<file path="config.mk">
export PLATFORM = sky130hd
export DESIGN_NAME = cw_speed_modifier_splitter_top
export DESIGN_NICKNAME = d
export VERILOG_FILES = /design/src/hdl/cwsms_pkg.sv /design/src/hdl/cwsms_front.sv /design/src/hdl/cwsms_queue.sv /design/src/hdl/cwsms_back.sv /design/src/hdl/cw_speed_modifier_splitter_top.sv
export VERILOG_INCLUDE_DIRS = /design/src /design/src/hdl
export SDC_FILE = /design/constraint.sdc
export NUM_CORES = 1
export LEC_CHECK = 0
export ABC_CLOCK_PERIOD_IN_PS = 11700
export BUFFER_PORTS_ARGS = -buffer_cell sky130_fd_sc_hd__buf_4
export CORE_MARGIN = 1
export CORE_UTILIZATION = 50
export DETAILED_ROUTE_END_ITERATION = 7
export GPL_ROUTABILITY_DRIVEN = 0
export GPL_TIMING_DRIVEN = 0
export PLACE_DENSITY = 0.66
export SETUP_SLACK_MARGIN = 0.02
export SKIP_CTS_REPAIR_TIMING = 1
export SLEW_MARGIN = 20
export SYNTH_ARGS = -nofsm -noshare
export SYNTH_HDL_FRONTEND = slang
export SYNTH_SLANG_ARGS = --single-unit
</file>
<file path="constraint.sdc">
create_clock -name clock -period 11.7 [get_ports clock]
set_input_delay 1.755 -clock clock [delete_from_list [all_inputs] [get_ports clock]]
set_output_delay 1.755 -clock clock [all_outputs]
set_load 0.01 [all_outputs]
</file>
<file path="src/hdl/assert_macros.svh">
// Assertion macros shared by the splitter RTL.
// No dependencies; pulled in by the files that carry assertions.
`ifndef ASSERT_MACROS_SVH
`define ASSERT_MACROS_SVH

// Whenever ante holds, cons must hold in the same cycle.
`define ASSERT_IMPL(lbl, clk, rst, ante, cons, msg) \
   lbl: assert property (@(posedge clk) disable iff (rst) (ante) |-> (cons)) \
      else $error(msg);

// cond must never hold.
`define ASSERT_NEVER(lbl, clk, rst, cond, msg) \
   lbl: assert property (@(posedge clk) disable iff (rst) !(cond)) \
      else $error(msg);

`endif

</file>
<file path="src/hdl/cwsms_pkg.sv">
// Package for the CW speed-modifier splitter: constants, job type, helpers.
// No dependencies; imported by every module of the block.
`default_nettype none

package cwsms_pkg;

   localparam int MAX_PREFIX  = 16;
   localparam int LEN_W       = $clog2(MAX_PREFIX + 1);
   localparam int IDX_W       = (MAX_PREFIX > 1) ? $clog2(MAX_PREFIX) : 1;
   localparam int QUEUE_DEPTH = 2;

   localparam int CSR_IDX_W  = 1;
   localparam int CSR_DATA_W = 7;
   localparam logic [CSR_IDX_W-1:0] CSR_BASE_WPM   = 1'b0;
   localparam logic [CSR_IDX_W-1:0] CSR_SPEED_STEP = 1'b1;

   localparam logic [6:0] WPM_MIN  = 7'd5;
   localparam logic [6:0] WPM_MAX  = 7'd100;
   localparam logic [4:0] STEP_MIN = 5'd1;
   localparam logic [4:0] STEP_MAX = 5'd20;
   localparam logic [6:0] BASE_RST = 7'd20;
   localparam logic [4:0] STEP_RST = 5'd5;

   localparam logic [7:0] CHAR_PLUS  = 8'h2B;
   localparam logic [7:0] CHAR_MINUS = 8'h2D;
   localparam logic [7:0] CHAR_SPACE = 8'h20;
   localparam logic [7:0] WS_LO      = 8'h09;
   localparam logic [7:0] WS_HI      = 8'h0D;

   // One item's worth of work for the back end: an optional literal flush
   // of the held run, then an optional ordinary character.
   typedef struct packed {
      logic [LEN_W-1:0]      flush_len;
      logic [MAX_PREFIX-1:0] flush_run;   // bit i set: i-th held char was '+'
      logic [6:0]            flush_wpm;
      logic                  flush_seg;
      logic                  has_char;
      logic [7:0]            chr;
      logic [6:0]            char_wpm;
      logic                  char_seg;
      logic                  ovf;
   } job_type;

   function automatic logic [6:0] clamp_base(input logic [6:0] v);
      logic [6:0] r;
      r = v;
      if (v < WPM_MIN) r = WPM_MIN;
      else if (v > WPM_MAX) r = WPM_MAX;
      return r;
   endfunction

   function automatic logic [4:0] clamp_step(input logic [4:0] v);
      logic [4:0] r;
      r = v;
      if (v < STEP_MIN) r = STEP_MIN;
      else if (v > STEP_MAX) r = STEP_MAX;
      return r;
   endfunction

   function automatic logic is_space(input logic [7:0] c);
      return ((c >= WS_LO) && (c <= WS_HI)) || (c == CHAR_SPACE);
   endfunction

endpackage

`default_nettype wire

</file>
<file path="src/hdl/cwsms_front.sv">
// Front end: takes input beats, tracks word and segment state, builds jobs.
// Depends on cwsms_pkg and assert_macros.svh.
`default_nettype none
`include "assert_macros.svh"

module cwsms_front
   import cwsms_pkg::*;
(
   input  wire logic       clock,
   input  wire logic       reset,
   input  wire logic       req_valid,
   output logic            req_stall,
   input  wire logic [7:0] req_char_code,
   input  wire logic       req_last_char,
   input  wire logic [6:0] base_wpm,
   input  wire logic [4:0] speed_step,
   input  wire logic       q_full,
   output logic            q_push,
   output job_type         q_job
);

   localparam logic S_IDLE = 1'b0;
   localparam logic S_WORK = 1'b1;
   localparam int   SUM_W  = LEN_W + 8;
   localparam logic signed [SUM_W-1:0] SUM_MIN = SUM_W'(WPM_MIN);
   localparam logic signed [SUM_W-1:0] SUM_MAX = SUM_W'(WPM_MAX);

   logic [0:0]            state_ff, state_in;
   logic [7:0]            char_ff;
   logic                  lastc_ff;
   logic                  after_space_ff, after_space_in;
   logic [MAX_PREFIX-1:0] run_ff, run_in;
   logic [LEN_W-1:0]      len_ff, len_in;
   logic [LEN_W-1:0]      plus_ff, plus_in;
   logic [LEN_W-1:0]      minus_ff, minus_in;
   logic [6:0]            word_speed_ff, word_speed_in;
   logic                  word_mod_ff, word_mod_in;
   logic [6:0]            seg_speed_ff, seg_speed_in;
   logic                  seg_empty_ff, seg_empty_in;
   logic                  over_ff, over_in;

   logic                  accept, do_work;
   logic [6:0]            eb;
   logic [4:0]            es;
   logic                  ws, pm, is_plus, hold;
   logic signed [LEN_W:0]   diff;
   logic signed [5:0]       step_s;
   logic signed [SUM_W-1:0] prod, sum;
   logic [6:0]            mod_speed;
   job_type               job;

   assign accept    = req_valid && !req_stall;
   assign do_work   = (state_ff == S_WORK) && !q_full;
   assign req_stall = (state_ff != S_IDLE);

   assign eb      = clamp_base(base_wpm);
   assign es      = clamp_step(speed_step);
   assign ws      = is_space(char_ff);
   assign is_plus = (char_ff == CHAR_PLUS);
   assign pm      = is_plus || (char_ff == CHAR_MINUS);
   assign hold    = pm && after_space_ff;

   // modifier speed: base + (pluses - minuses) * step, clamped
   assign diff   = $signed({1'b0, plus_ff}) - $signed({1'b0, minus_ff});
   assign step_s = $signed({1'b0, es});
   assign prod   = diff * step_s;
   assign sum    = $signed({{(LEN_W + 1){1'b0}}, eb}) + prod;

   always_comb begin
      if (sum < SUM_MIN) begin
         mod_speed = WPM_MIN;
      end else if (sum > SUM_MAX) begin
         mod_speed = WPM_MAX;
      end else begin
         mod_speed = sum[6:0];
      end
   end

   always_comb begin
      state_in = state_ff;
      unique case (state_ff)
         S_IDLE: if (accept) state_in = S_WORK;
         S_WORK: if (!q_full) state_in = S_IDLE;
         default: state_in = S_IDLE;
      endcase
   end

   // Walk one item through the word/segment rules, in model order.
   always_comb begin
      after_space_in = after_space_ff;
      run_in         = run_ff;
      len_in         = len_ff;
      plus_in        = plus_ff;
      minus_in       = minus_ff;
      word_speed_in  = word_speed_ff;
      word_mod_in    = word_mod_ff;
      seg_speed_in   = seg_speed_ff;
      seg_empty_in   = seg_empty_ff;
      over_in        = over_ff;
      job            = '0;
      q_push         = 1'b0;

      if (hold) begin
         if (len_ff < LEN_W'(MAX_PREFIX)) begin
            run_in[len_ff[IDX_W-1:0]] = is_plus;
            len_in = len_ff + LEN_W'(1);
            if (is_plus) plus_in = plus_ff + LEN_W'(1);
            else minus_in = minus_ff + LEN_W'(1);
         end else begin
            over_in = 1'b1;
         end
         if (lastc_ff) begin
            // end of message: the run goes out as literal text
            if (eb != seg_speed_in) begin
               seg_empty_in = 1'b1;
               seg_speed_in = eb;
            end
            word_speed_in  = eb;
            after_space_in = 1'b0;
            word_mod_in    = 1'b0;
            job.flush_len  = len_in;
            job.flush_run  = run_in;
            job.flush_wpm  = eb;
            job.flush_seg  = seg_empty_in;
            seg_empty_in   = 1'b0;
            job.has_char   = 1'b0;
            job.ovf        = over_in;
            q_push         = do_work;
         end
      end else begin
         if (len_ff != '0) begin
            job.ovf = over_ff;
            if (ws) begin
               if (eb != seg_speed_in) begin
                  seg_empty_in = 1'b1;
                  seg_speed_in = eb;
               end
               word_speed_in  = eb;
               after_space_in = 1'b0;
               word_mod_in    = 1'b0;
               job.flush_len  = len_ff;
               job.flush_run  = run_ff;
               job.flush_wpm  = eb;
               job.flush_seg  = seg_empty_in;
               seg_empty_in   = 1'b0;
            end else begin
               if (mod_speed != seg_speed_in) begin
                  seg_empty_in = 1'b1;
                  seg_speed_in = mod_speed;
               end
               word_speed_in  = mod_speed;
               after_space_in = 1'b0;
               word_mod_in    = 1'b1;
            end
            len_in   = '0;
            plus_in  = '0;
            minus_in = '0;
         end
         if (ws) begin
            if (word_mod_in) begin
               seg_empty_in = 1'b1;
               seg_speed_in = eb;
               word_mod_in  = 1'b0;
            end
            job.chr        = CHAR_SPACE;
            job.char_wpm   = seg_speed_in;
            job.char_seg   = seg_empty_in;
            seg_empty_in   = 1'b0;
            after_space_in = 1'b1;
         end else begin
            if (after_space_in) begin
               if (eb != seg_speed_in) begin
                  seg_empty_in = 1'b1;
                  seg_speed_in = eb;
               end
               word_speed_in  = eb;
               after_space_in = 1'b0;
               word_mod_in    = 1'b0;
            end
            job.chr      = char_ff;
            job.char_wpm = word_speed_in;
            job.char_seg = seg_empty_in;
            seg_empty_in = 1'b0;
         end
         job.has_char = 1'b1;
         over_in      = 1'b0;
         q_push       = do_work;
      end

      if (lastc_ff) begin
         after_space_in = 1'b1;
         len_in         = '0;
         plus_in        = '0;
         minus_in       = '0;
         word_speed_in  = '0;
         word_mod_in    = 1'b0;
         seg_speed_in   = eb;
         seg_empty_in   = 1'b1;
         over_in        = 1'b0;
      end
   end

   assign q_job = job;

   always_ff @(posedge clock) begin
      if (reset) begin
         state_ff       <= S_IDLE;
         after_space_ff <= 1'b1;
         len_ff         <= '0;
         plus_ff        <= '0;
         minus_ff       <= '0;
         word_speed_ff  <= '0;
         word_mod_ff    <= 1'b0;
         seg_speed_ff   <= BASE_RST;
         seg_empty_ff   <= 1'b1;
         over_ff        <= 1'b0;
      end else begin
         state_ff <= state_in;
         if (do_work) begin
            after_space_ff <= after_space_in;
            len_ff         <= len_in;
            plus_ff        <= plus_in;
            minus_ff       <= minus_in;
            word_speed_ff  <= word_speed_in;
            word_mod_ff    <= word_mod_in;
            seg_speed_ff   <= seg_speed_in;
            seg_empty_ff   <= seg_empty_in;
            over_ff        <= over_in;
         end
      end
   end

   always_ff @(posedge clock) begin
      if (accept) begin
         char_ff  <= req_char_code;
         lastc_ff <= req_last_char;
      end
      if (do_work) begin
         run_ff <= run_in;
      end
   end

   // a run is only ever held at the start of a word
   `ASSERT_IMPL(a_run_at_word_start, clock, reset, len_ff != '0, after_space_ff, "run held mid-word")

endmodule

`default_nettype wire

</file>
<file path="src/hdl/cwsms_queue.sv">
// Short job queue between front and back ends.
// Depends on cwsms_pkg and assert_macros.svh.
`default_nettype none
`include "assert_macros.svh"

module cwsms_queue
   import cwsms_pkg::*;
(
   input  wire logic    clock,
   input  wire logic    reset,
   input  wire logic    push,
   input  wire job_type push_job,
   output logic         full,
   input  wire logic    pop,
   output job_type      pop_job,
   output logic         empty
);

   localparam int PTR_W = (QUEUE_DEPTH > 1) ? $clog2(QUEUE_DEPTH) : 1;
   localparam int CNT_W = $clog2(QUEUE_DEPTH + 1);

   job_type          q_ff [QUEUE_DEPTH];
   logic [PTR_W-1:0] wr_ff, wr_in;
   logic [PTR_W-1:0] rd_ff, rd_in;
   logic [CNT_W-1:0] cnt_ff, cnt_in;

   assign full    = (cnt_ff == CNT_W'(QUEUE_DEPTH));
   assign empty   = (cnt_ff == '0);
   assign pop_job = q_ff[rd_ff];

   always_comb begin
      wr_in  = wr_ff;
      rd_in  = rd_ff;
      cnt_in = cnt_ff;
      if (push) begin
         wr_in = (wr_ff == PTR_W'(QUEUE_DEPTH - 1)) ? '0 : wr_ff + PTR_W'(1);
      end
      if (pop) begin
         rd_in = (rd_ff == PTR_W'(QUEUE_DEPTH - 1)) ? '0 : rd_ff + PTR_W'(1);
      end
      if (push && !pop) cnt_in = cnt_ff + CNT_W'(1);
      else if (pop && !push) cnt_in = cnt_ff - CNT_W'(1);
   end

   always_ff @(posedge clock) begin
      if (reset) begin
         wr_ff  <= '0;
         rd_ff  <= '0;
         cnt_ff <= '0;
      end else begin
         wr_ff  <= wr_in;
         rd_ff  <= rd_in;
         cnt_ff <= cnt_in;
      end
   end

   always_ff @(posedge clock) begin
      if (push) q_ff[wr_ff] <= push_job;
   end

   `ASSERT_NEVER(a_no_push_full, clock, reset, push && full, "job pushed into full queue")
   `ASSERT_NEVER(a_no_pop_empty, clock, reset, pop && empty, "job popped from empty queue")

endmodule

`default_nettype wire

</file>
<file path="src/hdl/cwsms_back.sv">
// Back end: expands one job into result beats, one beat per cycle unless stalled.
// Depends on cwsms_pkg and assert_macros.svh.
`default_nettype none
`include "assert_macros.svh"

module cwsms_back
   import cwsms_pkg::*;
(
   input  wire logic    clock,
   input  wire logic    reset,
   input  wire logic    q_empty,
   input  wire job_type q_job,
   output logic         q_pop,
   output logic         rsp_valid,
   input  wire logic    rsp_stall,
   output logic [7:0]   rsp_out_char,
   output logic [6:0]   rsp_out_wpm,
   output logic         rsp_seg_start,
   output logic         rsp_prefix_overflow,
   output logic         rsp_last
);

   logic       job_valid_ff, job_valid_in;
   job_type    job_ff, job_in;
   logic       rsp_valid_ff, rsp_valid_in;
   logic [7:0] char_ff, char_in;
   logic [6:0] wpm_ff, wpm_in;
   logic       seg_ff, seg_in;
   logic       ovf_ff;
   logic       last_ff, last_in;
   logic       load;

   assign q_pop = !job_valid_ff && !q_empty;
   assign load  = job_valid_ff && (!rsp_valid_ff || !rsp_stall);

   always_comb begin
      job_valid_in = job_valid_ff;
      job_in       = job_ff;
      char_in      = char_ff;
      wpm_in       = wpm_ff;
      seg_in       = seg_ff;
      last_in      = last_ff;
      rsp_valid_in = rsp_valid_ff && rsp_stall;
      if (q_pop) begin
         job_valid_in = 1'b1;
         job_in       = q_job;
      end else if (load) begin
         rsp_valid_in = 1'b1;
         if (job_ff.flush_len != '0) begin
            // next held character, oldest first
            char_in = job_ff.flush_run[0] ? CHAR_PLUS : CHAR_MINUS;
            wpm_in  = job_ff.flush_wpm;
            seg_in  = job_ff.flush_seg;
            last_in = !job_ff.has_char && (job_ff.flush_len == LEN_W'(1));
            job_in.flush_run = job_ff.flush_run >> 1;
            job_in.flush_len = job_ff.flush_len - LEN_W'(1);
            job_in.flush_seg = 1'b0;
            job_valid_in     = !last_in;
         end else begin
            char_in      = job_ff.chr;
            wpm_in       = job_ff.char_wpm;
            seg_in       = job_ff.char_seg;
            last_in      = 1'b1;
            job_valid_in = 1'b0;
         end
      end
   end

   always_ff @(posedge clock) begin
      if (reset) begin
         job_valid_ff <= 1'b0;
         rsp_valid_ff <= 1'b0;
      end else begin
         job_valid_ff <= job_valid_in;
         rsp_valid_ff <= rsp_valid_in;
      end
   end

   always_ff @(posedge clock) begin
      job_ff  <= job_in;
      char_ff <= char_in;
      wpm_ff  <= wpm_in;
      seg_ff  <= seg_in;
      last_ff <= last_in;
      if (load) ovf_ff <= job_ff.ovf;
   end

   assign rsp_valid           = rsp_valid_ff;
   assign rsp_out_char        = char_ff;
   assign rsp_out_wpm         = wpm_ff;
   assign rsp_seg_start       = seg_ff;
   assign rsp_prefix_overflow = ovf_ff;
   assign rsp_last            = last_ff;

   // a flush-only job must still have a held character to send
   `ASSERT_IMPL(a_flush_nonempty, clock, reset, job_valid_ff && !job_ff.has_char, job_ff.flush_len != '0, "empty job in flight")

endmodule

`default_nettype wire

</file>
<file path="src/hdl/cw_speed_modifier_splitter_top.sv">
// Top level of the CW speed-modifier splitter: settings registers and wiring.
// Depends on cwsms_pkg, cwsms_front, cwsms_queue and cwsms_back.
`default_nettype none

// Streams message characters for a Morse keyer and tags each one with its
// keying speed. A run of '+'/'-' at the start of a word is held back: if a
// word character follows, that word keys at base_wpm + (pluses - minuses) *
// speed_step, clamped to 5..100 wpm, and the next word returns to base; if
// whitespace or the end of the message follows, the run goes out as literal
// text. Whitespace is sent as a space. seg_start marks the first beat of each
// speed segment; prefix_overflow flags beats of an item that resolved a run
// longer than the 16 stored characters (the extra ones are dropped); last
// marks the final beat caused by an input beat.
// Timing: the front end first captures an input beat, then classifies it and
// updates the word state; req_stall is high from the capture until the job
// is in the queue, so it takes no new beat while it works on one. The back
// end fetches a job from the two-entry queue and then sends one result beat
// per cycle while rsp_stall is low; it fetches no new job until it has loaded
// the last beat of the current one. A held '+'/'-' that is not the last of
// the message gives no result beat.
// Settings written on csr_* take effect from the next word; write them only
// while the block is idle.

module cw_speed_modifier_splitter_top
   import cwsms_pkg::*;
(
   input  wire logic                  clock,
   input  wire logic                  reset,
   input  wire logic                  req_valid,
   output logic                       req_stall,
   input  wire logic [7:0]            req_char_code,
   input  wire logic                  req_last_char,
   output logic                       rsp_valid,
   input  wire logic                  rsp_stall,
   output logic [7:0]                 rsp_out_char,
   output logic [6:0]                 rsp_out_wpm,
   output logic                       rsp_seg_start,
   output logic                       rsp_prefix_overflow,
   output logic                       rsp_last,
   input  wire logic                  csr_write_en,
   input  wire logic [CSR_IDX_W-1:0]  csr_index,
   input  wire logic [CSR_DATA_W-1:0] csr_wdata
);

   // raw settings; clamping happens where they are used
   logic [6:0] base_wpm_ff, base_wpm_in;
   logic [4:0] speed_step_ff, speed_step_in;

   logic    q_full, q_empty, q_push, q_pop;
   job_type push_job, pop_job;

   always_comb begin
      base_wpm_in   = base_wpm_ff;
      speed_step_in = speed_step_ff;
      if (csr_write_en) begin
         unique case (csr_index)
            CSR_BASE_WPM:   base_wpm_in   = csr_wdata[6:0];
            CSR_SPEED_STEP: speed_step_in = csr_wdata[4:0];
            default: ;
         endcase
      end
   end

   always_ff @(posedge clock) begin
      if (reset) begin
         base_wpm_ff   <= BASE_RST;
         speed_step_ff <= STEP_RST;
      end else begin
         base_wpm_ff   <= base_wpm_in;
         speed_step_ff <= speed_step_in;
      end
   end

   // front end: input beats in, jobs out
   cwsms_front u_front (
      .clock         (clock),
      .reset         (reset),
      .req_valid     (req_valid),
      .req_stall     (req_stall),
      .req_char_code (req_char_code),
      .req_last_char (req_last_char),
      .base_wpm      (base_wpm_ff),
      .speed_step    (speed_step_ff),
      .q_full        (q_full),
      .q_push        (q_push),
      .q_job         (push_job)
   );

   // decouples the two ends so each can stall on its own
   cwsms_queue u_queue (
      .clock    (clock),
      .reset    (reset),
      .push     (q_push),
      .push_job (push_job),
      .full     (q_full),
      .pop      (q_pop),
      .pop_job  (pop_job),
      .empty    (q_empty)
   );

   // back end: jobs in, result beats out through an output register
   cwsms_back u_back (
      .clock               (clock),
      .reset               (reset),
      .q_empty             (q_empty),
      .q_job               (pop_job),
      .q_pop               (q_pop),
      .rsp_valid           (rsp_valid),
      .rsp_stall           (rsp_stall),
      .rsp_out_char        (rsp_out_char),
      .rsp_out_wpm         (rsp_out_wpm),
      .rsp_seg_start       (rsp_seg_start),
      .rsp_prefix_overflow (rsp_prefix_overflow),
      .rsp_last            (rsp_last)
   );

endmodule

`default_nettype wire
</file>
==> summary.txt <==
WORST SETUP PATH
-------------------------------------------------------------------------------------------------
Slack of the worst reg-to-reg path                                                        3.48 ns
Cell type of the slowest stage on the worst timing path                                 a2111oi_0
CP dominant cell by count                                                                    fa_1
FF-to-FF Start                                                                       u_front.plus_ff[0]
Highest net fanout along the worst path                                                         5
Worst flop-to-flop path endpoint                                                     u_queue.q_ff[0][1]
Number of cells on the worst reg-to-reg path                                                   31
Setup crit end kind                                                                      register
CP Data Required Time                                                                    11.94 ns
Startpoint type of the worst setup path                                                  register
Start point of the critical path                                                     u_front.plus_ff[0]
Highest cell delay on the worst timing path                                               0.65 ns
Critical path data arrival time                                                           8.46 ns
Category of the critical setup timing path                                           register to register

POWER
-------------------------------------------------------------------------------------------------
Fraction of power consumed by combinational cells                                           21.3%
IR Drop Worst-Case VDD                                                                  0.1220 mV
Cell area power density                                                              176.4 nW/um2
Switching power share of the total                                                         27.91%
Int Power                                                                                1.850 mW
Clock group share of total power                                                            33.0%
Leakage component of the power                                                           5.340 nW
Share of power burned in registers                                                          45.7%
Total Power Consumption                                                                  2.566 mW
Switching Power                                                                         0.7160 mW

DIE
-------------------------------------------------------------------------------------------------
Floorplan die height                                                                     162.2 um
FP Rows                                                                                        58
Top-level port count                                                                           42
Die outline width                                                                        162.2 um
Initial core utilization                                                                   50.95%
Area of the die                                                                         26310 um2
Total core area                                                                         25180 um2

DRT
-------------------------------------------------------------------------------------------------
Post-detailed-route count of antenna-violating nets                                             0
Total length of routed wires                                                             28620 um
Total vias in the final route                                                                9190
Number of iterations in the first detailed-routing pass                                         5
Top metal layer carrying routed signals                                                      met4
Detailed-routing wirelength on met1                                                      12670 um
Met2 WL post-DR                                                                          13580 um
Remaining DRCs                                                                                  0
Routed wl met3                                                                            1585 um
DRC violation total after the first TritonRoute iteration                                     729
Via/cell ratio                                                                              5.729
Drt wl/cell                                                                              17.84 um

STA
-------------------------------------------------------------------------------------------------
Total of endpoints with negative setup slack in the final report                                0
Final-report hold violation count                                                               0
Transition at the pin with the smallest max-transition slack                            0.9749 ns
Slack of the critical path                                                               3.477 ns
Setup total negative slack                                                                   0 ns
Final clock period utilization by the worst path                                           70.28%
Max Clk Rate                                                                            121.6 MHz
Setup repair after global routing missed its margin                                         false
Shortest clock period the worst path allows after layout                                 8.223 ns
Clock Skew                                                                             0.02739 ns
Max transition margin                                                                      34.87%
Final Max Slew Viols                                                                            0

CLOCKING
-------------------------------------------------------------------------------------------------
Insertion delay to the later sink of the worst-skew pair                                  0.53 ns
Count of H-tree levels built during CTS                                                         1
Root buffer selected by CTS                                                             clkbuf_16
Clock buffer count from CTS                                                                    26
CTS tree                                                                                     done
Worst-case clock buffer depth                                                                   3
Number of clock sinks                                                                         237
Clock edge transition at the registers on the reported setup and hold paths               0.06 ns

WORST HOLD PATH
-------------------------------------------------------------------------------------------------
Count of cells along the worst hold path                                                        0
Endpoint of the worst hold path                                                      u_back.rsp_prefix_overflow
Hold Path Origin                                                                     u_back.job_ff[0]
Path type of the worst min-delay path                                                register to register

SYNTH
-------------------------------------------------------------------------------------------------
Number of synthesized flops with an enable pin                                                184
Mean cell area of the mapped netlist                                                    10.86 um2
Number of distinct library cell variants in the gate-level netlist after synthesis             90
Syn Inst Count                                                                               1182
Net count of the mapped netlist                                                              1266
Flops & latches, synth                                                                        237
Number of warning messages in the yosys log                                                     0
Primary flip-flop cell chosen by synthesis mapping                                       edfxtp_1
Summed instance area of the synthesized netlist                                         12830 um2
Async set or reset register ratio after synthesis                                              0%
Share of synthesized area occupied by flip-flops and latches                               51.33%

LAYOUT
-------------------------------------------------------------------------------------------------
Final design utilization                                                                   57.77%
Count of nets after finishing                                                                1339
Area of all placed cells without fillers                                                14550 um2
Inserted Diodes                                                                                 0
Fraction of layout instances using a drive strength above 1                                14.05%
Area growth, synth to finish                                                               13.37%

PLACE
-------------------------------------------------------------------------------------------------
Total of buffers placed on input and output ports                                              41
Total half-perimeter wirelength after legalization and detailed placement                20920 um
Worst slack, placed                                                                      3.554 ns
Cell area reported after detailed placement                                             13650 um2

OUTCOME
-------------------------------------------------------------------------------------------------
Result of the run                                                                       completed

GRT
-------------------------------------------------------------------------------------------------
First-pass GRT wire length                                                               46320 um
Largest net degree at the start of global routing                                              28
Total grt overflow                                                                              0
Overall routing resource usage                                                             22.29%
Vias in the first global route                                                               8992
Initial antenna violation count                                                                 0

FLOW RUN
-------------------------------------------------------------------------------------------------
# Max-Cap Violations                                                                            0

-- layer usage --
metal | vias up | global-route usage, %
li1 | 4476 | -
met1 | 4389 | 30.05
met2 | 270 | 37.18
met3 | 55 | 2.937
met4 | 0 | 7.376
met5 | - | 0
-- critical path, delay by kind of cell (launching register included) --
kind | cells | cell delay, ns
DFF | 1 | 0.40
adders and majority gates | 7 | 2.78
xor gates and xnor gates | 3 | 0.56
buffers and inverters | 3 | 0.19
and+or+nand+nor | 6 | 1.08
AOI/OAI and AO/OA | 11 | 2.71
muxes | 1 | 0.24
-- layout by cell type, fill, tap and decap left out, types with 8 or more instances in the layout --
cell	synthesis	layout
a211oi_1	15	15
a21o_1	10	10
a21oi_1	72	72
a22o_1	18	18
a31oi_1	8	8
and2_1	8	8
and3_1	11	10
buf_4	1	42
clkbuf_1	53	58
clkbuf_16	0	26
dfxtp_1	53	53
edfxtp_1	184	184
fa_1	18	18
ha_1	44	44
inv_1	56	56
mux2_2	50	50
mux2i_1	26	26
nand2_1	101	101
nand2b_1	15	15
nand3_1	13	13
nor2_1	130	128
nor2b_1	11	11
nor3_1	29	29
nor4_1	9	9
o21ai_0	61	60
o21ai_1	8	8
xnor2_1	21	21
xor2_1	21	21
-- cell usage after synthesis, drive strengths merged, types with 9 or more instances --
master / instances / share of area (%)
edfxtp: 184 / 43
nor2: 130 / 3.8
nand2: 101 / 3.0
a21oi: 74 / 2.9
o21ai: 70 / 2.8
inv: 57 / 1.7
clkbuf: 53 / 1.6
dfxtp: 53 / 8.3
mux2: 50 / 4.4
ha: 44 / 4.3
nor3: 29 / 1.1
mux2i: 26 / 2.0
xnor2: 22 / 1.6
xor2: 21 / 1.4
a211oi: 20 / 1.4
a22o: 18 / 1.2
fa: 18 / 2.8
nand2b: 15 / 0.73
nand3: 13 / 0.51
nor2b: 13 / 0.71
and3: 11 / 0.54
a21o: 10 / 0.59
buf: 10 / 0.34
nor4: 9 / 0.44
or2: 9 / 0.44
-- how the worst max path moves through the flow --
stage / slack, ns / end / depth (start not counted)
2_1_floorplan: 4.64 / u_queue.q_ff[0][1] / 31
3_3_place_gp: 3.53 / u_queue.q_ff[0][1] / 31
3_5_place_dp: 3.55 / u_queue.q_ff[0][1] / 31
4_1_cts: 3.60 / u_queue.q_ff[1][1] / 31
5_1_grt: 2.94 / u_queue.q_ff[0][1] / 31
6_report: 3.48 / u_queue.q_ff[0][1] / 31
-- sequential cells by signal, indices dropped and copies added, names as in the netlist, 2 cells and up, named ones only --
| name | flops |
|---|---|
| u_front.run_ff | 16 |
| u_queue.cnt_ff | 2 |
| u_front.char_ff | 8 |
| base_wpm_ff | 7 |
| u_front.plus_ff | 5 |
| u_back.rsp_out_char | 8 |
| u_front.minus_ff | 5 |
| u_front.len_ff | 5 |
| u_front.word_speed_ff | 7 |
| u_back.job_ff | 47 |
| u_back.rsp_out_wpm | 7 |
| speed_step_ff | 5 |
| u_queue.q_ff | 94 |
| u_front.seg_speed_ff | 7 |
-- area by class of cell --
| type | count | area (um2) |
|---|---|---|
| well taps | 330 | 412.9 |
| repair buffers | 45 | 394.1 |
| flip-flops and latches | 237 | 6586 |
| fillers | 2111 | 10640 |
| inverters | 57 | 214.0 |
| plain buffers | 63 | 242.7 |
| clock buffers | 31 | 669.4 |
| multi-input cells | 825 | 5803 |
| clock inverters | 16 | 224.0 |
-- power by group through the flow --
stage          registers [mW]  logic (mW)  clock network (mW)
4_1_cts                  1.18       0.551               0.860
3_5_place_dp             1.19       0.548                   0
6_report                 1.17       0.545               0.847
2_1_floorplan            1.19       0.368                   0
3_3_place_gp             1.19       0.522                   0
5_1_grt                  1.19       0.601               0.895
-- stage by stage --
stage	hold WS [ns]	instances
global placement	0.4053	1553
CTS	0.4469	1604
floorplan	0.4003	1182
detailed placement	0.4291	1557
finish	0.4484	1604
global route	0.4554	1604
-- cell families (layout without fill, tap and decap cells) --
kind of cell / after synthesis / in the layout / synth area share [%]
compound gates: 277 / 277 / 15.05
xor+xnor: 44 / 44 / 3.169
fa+ha+maj: 62 / 62 / 7.099
buf+inv: 120 / 212 / 3.559
flops: 237 / 237 / 51.33
mux: 76 / 76 / 6.416
simple gates: 366 / 366 / 13.38
Note: power is estimated with default switching activity, not from simulation.
